--- config.mk ---
export PLATFORM = sky130hd
export DESIGN_NAME = ima_adpcm_channel_decoder
export DESIGN_NICKNAME = d
export VERILOG_FILES = /design/src/design/imadec_pkg.sv /design/src/design/ima_adpcm_channel_decoder.sv
export SDC_FILE = /design/constraint.sdc
export NUM_CORES = 1
export LEC_CHECK = 0
export ABC_AREA = 1
export BUFFER_PORTS_ARGS = -buffer_cell sky130_fd_sc_hd__buf_2
export CORE_MARGIN = 2
export CORE_UTILIZATION = 45
export CTS_BUF_LIST = sky130_fd_sc_hd__clkbuf_4
export CTS_CLUSTER_DIAMETER = 50
export CTS_CLUSTER_SIZE = 30
export DETAILED_ROUTE_END_ITERATION = 12
export PLACE_DENSITY = 0.65
export SYNTH_ARGS = -nofsm -noshare
export SYNTH_HDL_FRONTEND = slang
export SYNTH_SLANG_ARGS = --single-unit
export TNS_END_PERCENT = 5
--- constraint.sdc ---
create_clock -name clk -period 21.7 [get_ports clk]
set_input_delay 0 -clock clk [delete_from_list [all_inputs] [get_ports clk]]
set_output_delay 0 -clock clk [all_outputs]
set_load 0.005 [all_outputs]
--- src/design/imadec_pkg.sv ---
// ---------------------------------------------------------------------------
// imadec_pkg
// Types, constants and table functions for the IMA ADPCM channel decoder.
// ---------------------------------------------------------------------------
package imadec_pkg;

  localparam int PosW    = 26;
  localparam int IdxW    = 7;
  localparam int StepW   = 15;
  localparam int SampleW = 16;

  localparam logic [IdxW-1:0] IdxMax = 7'd88;

  localparam logic signed [18:0] ValMax = 19'sd32767;
  localparam logic signed [18:0] ValMin = -19'sd32767;

  localparam logic OpStart   = 1'b0;
  localparam logic OpAdvance = 1'b1;

  localparam logic [1:0] CfgRepeatMode = 2'd0;
  localparam logic [1:0] CfgLoopStart  = 2'd1;
  localparam logic [1:0] CfgDataLength = 2'd2;

  typedef logic [PosW-1:0]           pos_t;
  typedef logic signed [SampleW-1:0] sample_t;
  typedef logic [IdxW-1:0]           idx_t;

  // index adjustment per nibble magnitude
  function automatic logic signed [7:0] idx_delta(input logic [2:0] mag);
    logic signed [7:0] d;
    case (mag)
      3'd4:    d = 8'sd2;
      3'd5:    d = 8'sd4;
      3'd6:    d = 8'sd6;
      3'd7:    d = 8'sd8;
      default: d = -8'sd1;
    endcase
    return d;
  endfunction

  // standard 89-entry step size table
  function automatic logic [StepW-1:0] step_size(input idx_t idx);
    logic [StepW-1:0] s;
    case (idx)
      7'd0:  s = 15'h0007; 7'd1:  s = 15'h0008; 7'd2:  s = 15'h0009; 7'd3:  s = 15'h000A;
      7'd4:  s = 15'h000B; 7'd5:  s = 15'h000C; 7'd6:  s = 15'h000D; 7'd7:  s = 15'h000E;
      7'd8:  s = 15'h0010; 7'd9:  s = 15'h0011; 7'd10: s = 15'h0013; 7'd11: s = 15'h0015;
      7'd12: s = 15'h0017; 7'd13: s = 15'h0019; 7'd14: s = 15'h001C; 7'd15: s = 15'h001F;
      7'd16: s = 15'h0022; 7'd17: s = 15'h0025; 7'd18: s = 15'h0029; 7'd19: s = 15'h002D;
      7'd20: s = 15'h0032; 7'd21: s = 15'h0037; 7'd22: s = 15'h003C; 7'd23: s = 15'h0042;
      7'd24: s = 15'h0049; 7'd25: s = 15'h0050; 7'd26: s = 15'h0058; 7'd27: s = 15'h0061;
      7'd28: s = 15'h006B; 7'd29: s = 15'h0076; 7'd30: s = 15'h0082; 7'd31: s = 15'h008F;
      7'd32: s = 15'h009D; 7'd33: s = 15'h00AD; 7'd34: s = 15'h00BE; 7'd35: s = 15'h00D1;
      7'd36: s = 15'h00E6; 7'd37: s = 15'h00FD; 7'd38: s = 15'h0117; 7'd39: s = 15'h0133;
      7'd40: s = 15'h0151; 7'd41: s = 15'h0173; 7'd42: s = 15'h0198; 7'd43: s = 15'h01C1;
      7'd44: s = 15'h01EE; 7'd45: s = 15'h0220; 7'd46: s = 15'h0256; 7'd47: s = 15'h0292;
      7'd48: s = 15'h02D4; 7'd49: s = 15'h031C; 7'd50: s = 15'h036C; 7'd51: s = 15'h03C3;
      7'd52: s = 15'h0424; 7'd53: s = 15'h048E; 7'd54: s = 15'h0502; 7'd55: s = 15'h0583;
      7'd56: s = 15'h0610; 7'd57: s = 15'h06AB; 7'd58: s = 15'h0756; 7'd59: s = 15'h0812;
      7'd60: s = 15'h08E0; 7'd61: s = 15'h09C3; 7'd62: s = 15'h0ABD; 7'd63: s = 15'h0BD0;
      7'd64: s = 15'h0CFF; 7'd65: s = 15'h0E4C; 7'd66: s = 15'h0FBA; 7'd67: s = 15'h114C;
      7'd68: s = 15'h1307; 7'd69: s = 15'h14EE; 7'd70: s = 15'h1706; 7'd71: s = 15'h1954;
      7'd72: s = 15'h1BDC; 7'd73: s = 15'h1EA5; 7'd74: s = 15'h21B6; 7'd75: s = 15'h2515;
      7'd76: s = 15'h28CA; 7'd77: s = 15'h2CDF; 7'd78: s = 15'h315B; 7'd79: s = 15'h364B;
      7'd80: s = 15'h3BB9; 7'd81: s = 15'h41B2; 7'd82: s = 15'h4844; 7'd83: s = 15'h4F7E;
      7'd84: s = 15'h5771; 7'd85: s = 15'h602F; 7'd86: s = 15'h69CE; 7'd87: s = 15'h7462;
      default: s = 15'h7FFF;
    endcase
    return s;
  endfunction

endpackage

--- src/design/ima_adpcm_channel_decoder.sv ---
// ---------------------------------------------------------------------------
// ima_adpcm_channel_decoder
// One-channel 4-bit IMA ADPCM decoder, at most one sample step per input beat.
// ---------------------------------------------------------------------------
// Each input beat is a start (tuser 0) or a one-sample advance (tuser 1) and
// yields exactly one output beat with the current sample, whether the stream
// word was consumed, and whether the channel is still playing. Feed the 32-bit
// header at nibble position 0, then data bytes in the low eight bits of
// in_tdata; check data_taken to know when to move on to the next word. The
// block takes one beat per clock while out_tready is high: a beat is held in
// the input register, the step (step-table lookup, add, clamps) is computed
// combinationally from it and the channel state, and the result lands in the
// output register. Write the configuration registers only while no beat is
// in flight.
module ima_adpcm_channel_decoder
  import imadec_pkg::*;
(
  input  logic        clk,
  input  logic        rst_n,
  input  logic        cfg_we,
  input  logic [1:0]  cfg_index,
  input  logic [23:0] cfg_data,
  input  logic        in_tvalid,
  output logic        in_tready,
  input  logic [31:0] in_tdata,   // stream_word
  input  logic        in_tuser,   // op
  output logic        out_tvalid,
  input  logic        out_tready,
  output logic [23:0] out_tdata   // sample_out[15:0], data_taken, running, zero pad
);

  logic [1:0]  repeat_mode_r;
  logic [17:0] loop_start_r;
  logic [23:0] data_length_r;

  logic        s1_valid_r;
  logic        s1_op_r;
  logic [31:0] s1_word_r;

  logic        out_valid_r;
  logic [23:0] out_data_r;

  pos_t        pos_r, pos_nxt;
  sample_t     pred_r, pred_nxt;
  idx_t        idx_r, idx_nxt;
  sample_t     loop_val_r, loop_val_nxt;
  idx_t        loop_idx_r, loop_idx_nxt;
  logic [7:0]  code_r, code_nxt;
  sample_t     held_r, held_nxt;
  logic        active_r, active_nxt;
  logic        taken;

  logic        advance;
  logic        fire;

  // decode datapath
  logic [3:0]          nib;
  logic [StepW-1:0]    step;
  logic [16:0]         diff;
  logic signed [18:0]  sum;
  sample_t             dec_val;
  logic signed [7:0]   idx_sum;
  idx_t                dec_idx;
  pos_t                pos_inc;
  logic [24:0]         total;
  logic                at_end;
  logic [6:0]          hdr_idx;

  assign advance   = !out_valid_r || out_tready;
  assign in_tready = !s1_valid_r || advance;
  assign fire      = s1_valid_r && advance;

  assign out_tvalid = out_valid_r;
  assign out_tdata  = out_data_r;

  always_ff @(posedge clk) begin
    if (!rst_n) begin
      repeat_mode_r <= '0;
      loop_start_r  <= '0;
      data_length_r <= '0;
    end else if (cfg_we) begin
      case (cfg_index)
        CfgRepeatMode: repeat_mode_r <= cfg_data[1:0];
        CfgLoopStart:  loop_start_r  <= cfg_data[17:0];
        CfgDataLength: data_length_r <= cfg_data;
        default: ;
      endcase
    end
  end

  always_ff @(posedge clk) begin
    if (!rst_n) begin
      s1_valid_r <= 1'b0;
    end else if (in_tready) begin
      s1_valid_r <= in_tvalid;
    end
  end

  always_ff @(posedge clk) begin
    if (in_tready && in_tvalid) begin
      s1_op_r   <= in_tuser;
      s1_word_r <= in_tdata;
    end
  end

  assign pos_inc = pos_r + 1'b1;
  assign total   = {7'd0, loop_start_r} + {1'b0, data_length_r};
  assign at_end  = pos_inc[PosW-1:1] >= total;
  assign nib     = pos_inc[0] ? code_r[7:4] : s1_word_r[3:0];
  assign hdr_idx = s1_word_r[22:16];

  always_comb begin
    step = step_size(idx_r);
    diff = {5'd0, step[StepW-1:3]};
    if (nib[0]) diff = diff + {4'd0, step[StepW-1:2]};
    if (nib[1]) diff = diff + {3'd0, step[StepW-1:1]};
    if (nib[2]) diff = diff + {2'd0, step};
    if (nib[3]) sum = 19'(signed'(pred_r)) - $signed({2'b00, diff});
    else        sum = 19'(signed'(pred_r)) + $signed({2'b00, diff});
    if (sum > ValMax)      dec_val = sample_t'(ValMax);
    else if (sum < ValMin) dec_val = sample_t'(ValMin);
    else                   dec_val = sample_t'(sum);
    idx_sum = $signed({1'b0, idx_r}) + idx_delta(nib[2:0]);
    if (idx_sum < 0)                          dec_idx = '0;
    else if (idx_sum > $signed({1'b0, IdxMax})) dec_idx = IdxMax;
    else                                      dec_idx = idx_t'(idx_sum);
  end

  always_comb begin
    pos_nxt      = pos_r;
    pred_nxt     = pred_r;
    idx_nxt      = idx_r;
    loop_val_nxt = loop_val_r;
    loop_idx_nxt = loop_idx_r;
    code_nxt     = code_r;
    held_nxt     = held_r;
    active_nxt   = active_r;
    taken        = 1'b0;
    if (s1_op_r == OpStart) begin
      pos_nxt    = pos_t'(-3);
      held_nxt   = '0;
      active_nxt = 1'b1;
    end else if (active_r) begin
      pos_nxt = pos_inc;
      if (pos_inc[PosW-1] || pos_inc < pos_t'(8)) begin
        if (pos_inc == '0) begin
          pred_nxt     = sample_t'(s1_word_r[15:0]);
          idx_nxt      = (hdr_idx > IdxMax) ? IdxMax : hdr_idx;
          loop_val_nxt = pred_nxt;
          loop_idx_nxt = idx_nxt;
          taken        = 1'b1;
        end
      end else begin
        held_nxt = pred_r;
        if (at_end) begin
          if (repeat_mode_r[0]) begin
            pos_nxt  = pos_t'({loop_start_r, 1'b0});
            pred_nxt = loop_val_r;
            idx_nxt  = loop_idx_r;
            code_nxt = s1_word_r[7:0];
            held_nxt = loop_val_r;
            taken    = 1'b1;
          end else if (repeat_mode_r[1]) begin
            held_nxt   = '0;
            active_nxt = 1'b0;
          end
        end else begin
          if (!pos_inc[0]) begin
            code_nxt = s1_word_r[7:0];
            taken    = 1'b1;
          end else begin
            code_nxt = {4'd0, code_r[7:4]};
          end
          pred_nxt = dec_val;
          idx_nxt  = dec_idx;
          held_nxt = dec_val;
          if (pos_inc == pos_t'({loop_start_r, 1'b0})) begin
            loop_val_nxt = dec_val;
            loop_idx_nxt = dec_idx;
          end
        end
      end
    end
  end

  always_ff @(posedge clk) begin
    if (!rst_n) begin
      pos_r      <= '0;
      pred_r     <= '0;
      idx_r      <= '0;
      loop_val_r <= '0;
      loop_idx_r <= '0;
      code_r     <= '0;
      held_r     <= '0;
      active_r   <= 1'b0;
    end else if (fire) begin
      pos_r      <= pos_nxt;
      pred_r     <= pred_nxt;
      idx_r      <= idx_nxt;
      loop_val_r <= loop_val_nxt;
      loop_idx_r <= loop_idx_nxt;
      code_r     <= code_nxt;
      held_r     <= held_nxt;
      active_r   <= active_nxt;
    end
  end

  always_ff @(posedge clk) begin
    if (!rst_n) begin
      out_valid_r <= 1'b0;
    end else if (advance) begin
      out_valid_r <= s1_valid_r;
    end
  end

  always_ff @(posedge clk) begin
    if (fire) begin
      out_data_r <= {6'd0, active_nxt, taken, held_nxt};
    end
  end

endmodule

==> summary.txt <==
Yosys top cell by area: dfxtp_1
GPL Wtd Cong: 0.9382
EDFF count, synth: 42
largest net degree at the start of global routing: 71
most frequent CP cell: nand2_1
Residual DRC: 0
max_slew headroom: 0.2369
WL/cell: 16.04 µm
postcts setup bufs: 0
nets: 3025
number of port buffers: 74
vias in the first global route: 17205
reg2reg setup slack: 11.87 ns
Hold Crit Class: input port to flip-flop
status: complete, no violations
most frequent cells in the layout: nand2_1, inv_1, nand3_1
GRT Residual Overflow: 0
first-pass GRT wire length: 87720 µm
Net Sw Power: 0.3999 mW
Reg power frac: 0.407
synth unique cells: 51
RSZ-0062 raised after global routing: false
Peak VDD IR: 0.00007121 V
Slew Limit Fails: 0
post-route setup TNS: 0 ns
Clk pwr share: 0.214
final setup violation count: 0
Arr. time, crit path: 10.25 ns
family with the most delay on the worst path: simple AND/OR/NAND/NOR gates
initial antenna violation count: 1
cells after synthesis: 2713
CP required: 22.13 ns
DP HPWL: 39950 µm
initial drt markers: 1406
Setup WS post-layout: 11.87 ns
WS Path Type: flip-flop to flip-flop
Seq cells post-synth: 196
root buffer cell: clkbuf_4
Ports: 90
Final min period: 9.825 ns
mapped cell area: 17180 µm²
slowest CP cell: nand2_1
worst slew pin tran: 1.140 ns
Die Span Y: 199.4 µm
Final Skew: 0.06081 ns
Clock Path Buffers: 2
WL final: 53840 µm
CP Max Fanout: 30
Fmax: 0.1018 GHz
WP buf/inv: 8
die area: 39750 µm²
H-tree level count: 4
DRT Pass-1 Iters: 6
Cell Area, Placed: 17830 µm²
standard-cell rows: 71
Clk Latency, worst-skew pair: 0.69 ns
cts bufs inserted: 17
vias: 18161
most common cell after layout, fill and taps aside: nand2_1
Worst setup SP type: flip-flop
ranking of synthesized cells by area: dfxtp_1, nand2_1, ha_1, edfxtp_1, nand3_1
Final ANT Viol Nets: 0
global-route usage over all layers: 0.2770
Core Box Area: 37670 µm²
# clock sinks: 196
final hold vios: 0
pwr dens: 51.73 nW/µm²
post-synth top area share: 0.1795
Internal: 0.5904 mW
Sw Ratio: 0.4038
Final period util: 0.4528
fraction of layout cells with a size suffix above 1: 0.07105
fin area: 19140 µm²
Avg Inst Size Synth: 6.332 µm²
P_leak: 9.593 nW
CTS tree: built
slowest stage delay, CP: 0.77 ns
Main synth FF type: dfxtp_1
initial core utilization: 0.4561
dpl ws: 12.10 ns
clk slew on worst S/H paths: 0.17 ns
DR vias/cell: 5.412
max cap viols: 0
Async S/R FF share, synth: 0
Comb pwr share: 0.380
sequential element share of the synthesized area: 0.2529
Crit. End Element: flip-flop
synth warn: 0
area delta synth->final: 11.44%
Die X: 199.4 µm
cell type report:
type / count / area [µm²]
antenna: 2 / 5.005
clock buffer: 17 / 127.6
clock inverter: 15 / 166.4
fill: 3902 / 18520
inverter: 332 / 1246
multi-input combinational: 2096 / 11140
sequential: 196 / 4344
tap: 511 / 639.4
timing repair buffer: 187 / 1474
cells by family after synthesis:
kind of cell             after synthesis  synth area share
AND/OR/NAND/NOR                     1381            0.3479
AO/OA/AOI/OAI                        503            0.1627
buffers and inverters                426            0.1001
flip-flops                           196            0.2529
adder cells (fa/ha/maj)              131           0.09804
XOR/XNOR                              75           0.03824
other                                  1         0.0002183
flip-flops by register name, summed over array words and instances (netlist names), 7 cells and up:
signal and cells:
loop_idx_r 7, held_r 16, data_length_r 24, pos_r 26, loop_val_r 16, pred_r 16
idx_r 7, step 15, s1_word_r 23, loop_start_r 18, out_tdata 18
per-stage QoR:
| step | hold slack, ns | utilization | power [mW] | std cells |
|---|---|---|---|---|
| finish | 0.07316 | 0.5082 | 0.9903 | 3356 |
| global placement | 0.1777 | 0.4735 | 0.7581 | 3221 |
| global route | 0.01582 | 0.5082 | 1.056 | 3356 |
| detailed placement | 0.1786 | 0.4735 | 0.7644 | 3221 |
| floorplan | 0.09887 | - | 0.6801 | 2718 |
| CTS | 0.0007313 | 0.5081 | 0.9895 | 3354 |
cells in the mapped netlist (42+ instances only):
master / n
ha_1: 125
a31oi_1: 43
a21oi_1: 189
xor2_1: 48
inv_1: 308
edfxtp_1: 42
dfxtp_1: 154
nor2_1: 214
o21ai_0: 172
clkbuf_1: 55
nand2_1: 772
nand3_1: 247
routing by layer:
metal | GRT usage | up-vias | share of wire
li1 | - | 9182 | -
met1 | 0.3817 | 8360 | 0.48
met2 | 0.4537 | 537 | 0.45
met3 | 0.03072 | 82 | 0.052
met4 | 0.08642 | 0 | 0.023
met5 | 0 | - | 0
worst paths after layout:
check	from	endpoint	depth (start not counted)
min	in_tdata[2]	s1_word_r[2]$_DFFE_PP_	2
min reg2reg	loop_idx_r[2]$_SDFFE_PN0P_	loop_idx_r[2]$_SDFFE_PN0P_	2
max reg2reg	pos_r[0]$_SDFFE_PN0P_	out_tdata[0]$_DFFE_PP_	44
max	pos_r[0]$_SDFFE_PN0P_	out_tdata[0]$_DFFE_PP_	44
what timing repair did:
item | CTS | global route
endpoints found under the hold margin | 91 | 0
gates resized for setup | 0 | 0
hold buffers | 101 | 0
power groups by stage:
stage          clock network, mW  logic [mW]  registers [mW]
2_1_floorplan                  0       0.275           0.405
3_3_place_gp                   0       0.348           0.410
3_5_place_dp                   0       0.354           0.410
4_1_cts                    0.217       0.370           0.402
5_1_grt                    0.227       0.424           0.405
6_report                   0.212       0.376           0.403
No activity file was read; power rests on OpenSTA's default activity.
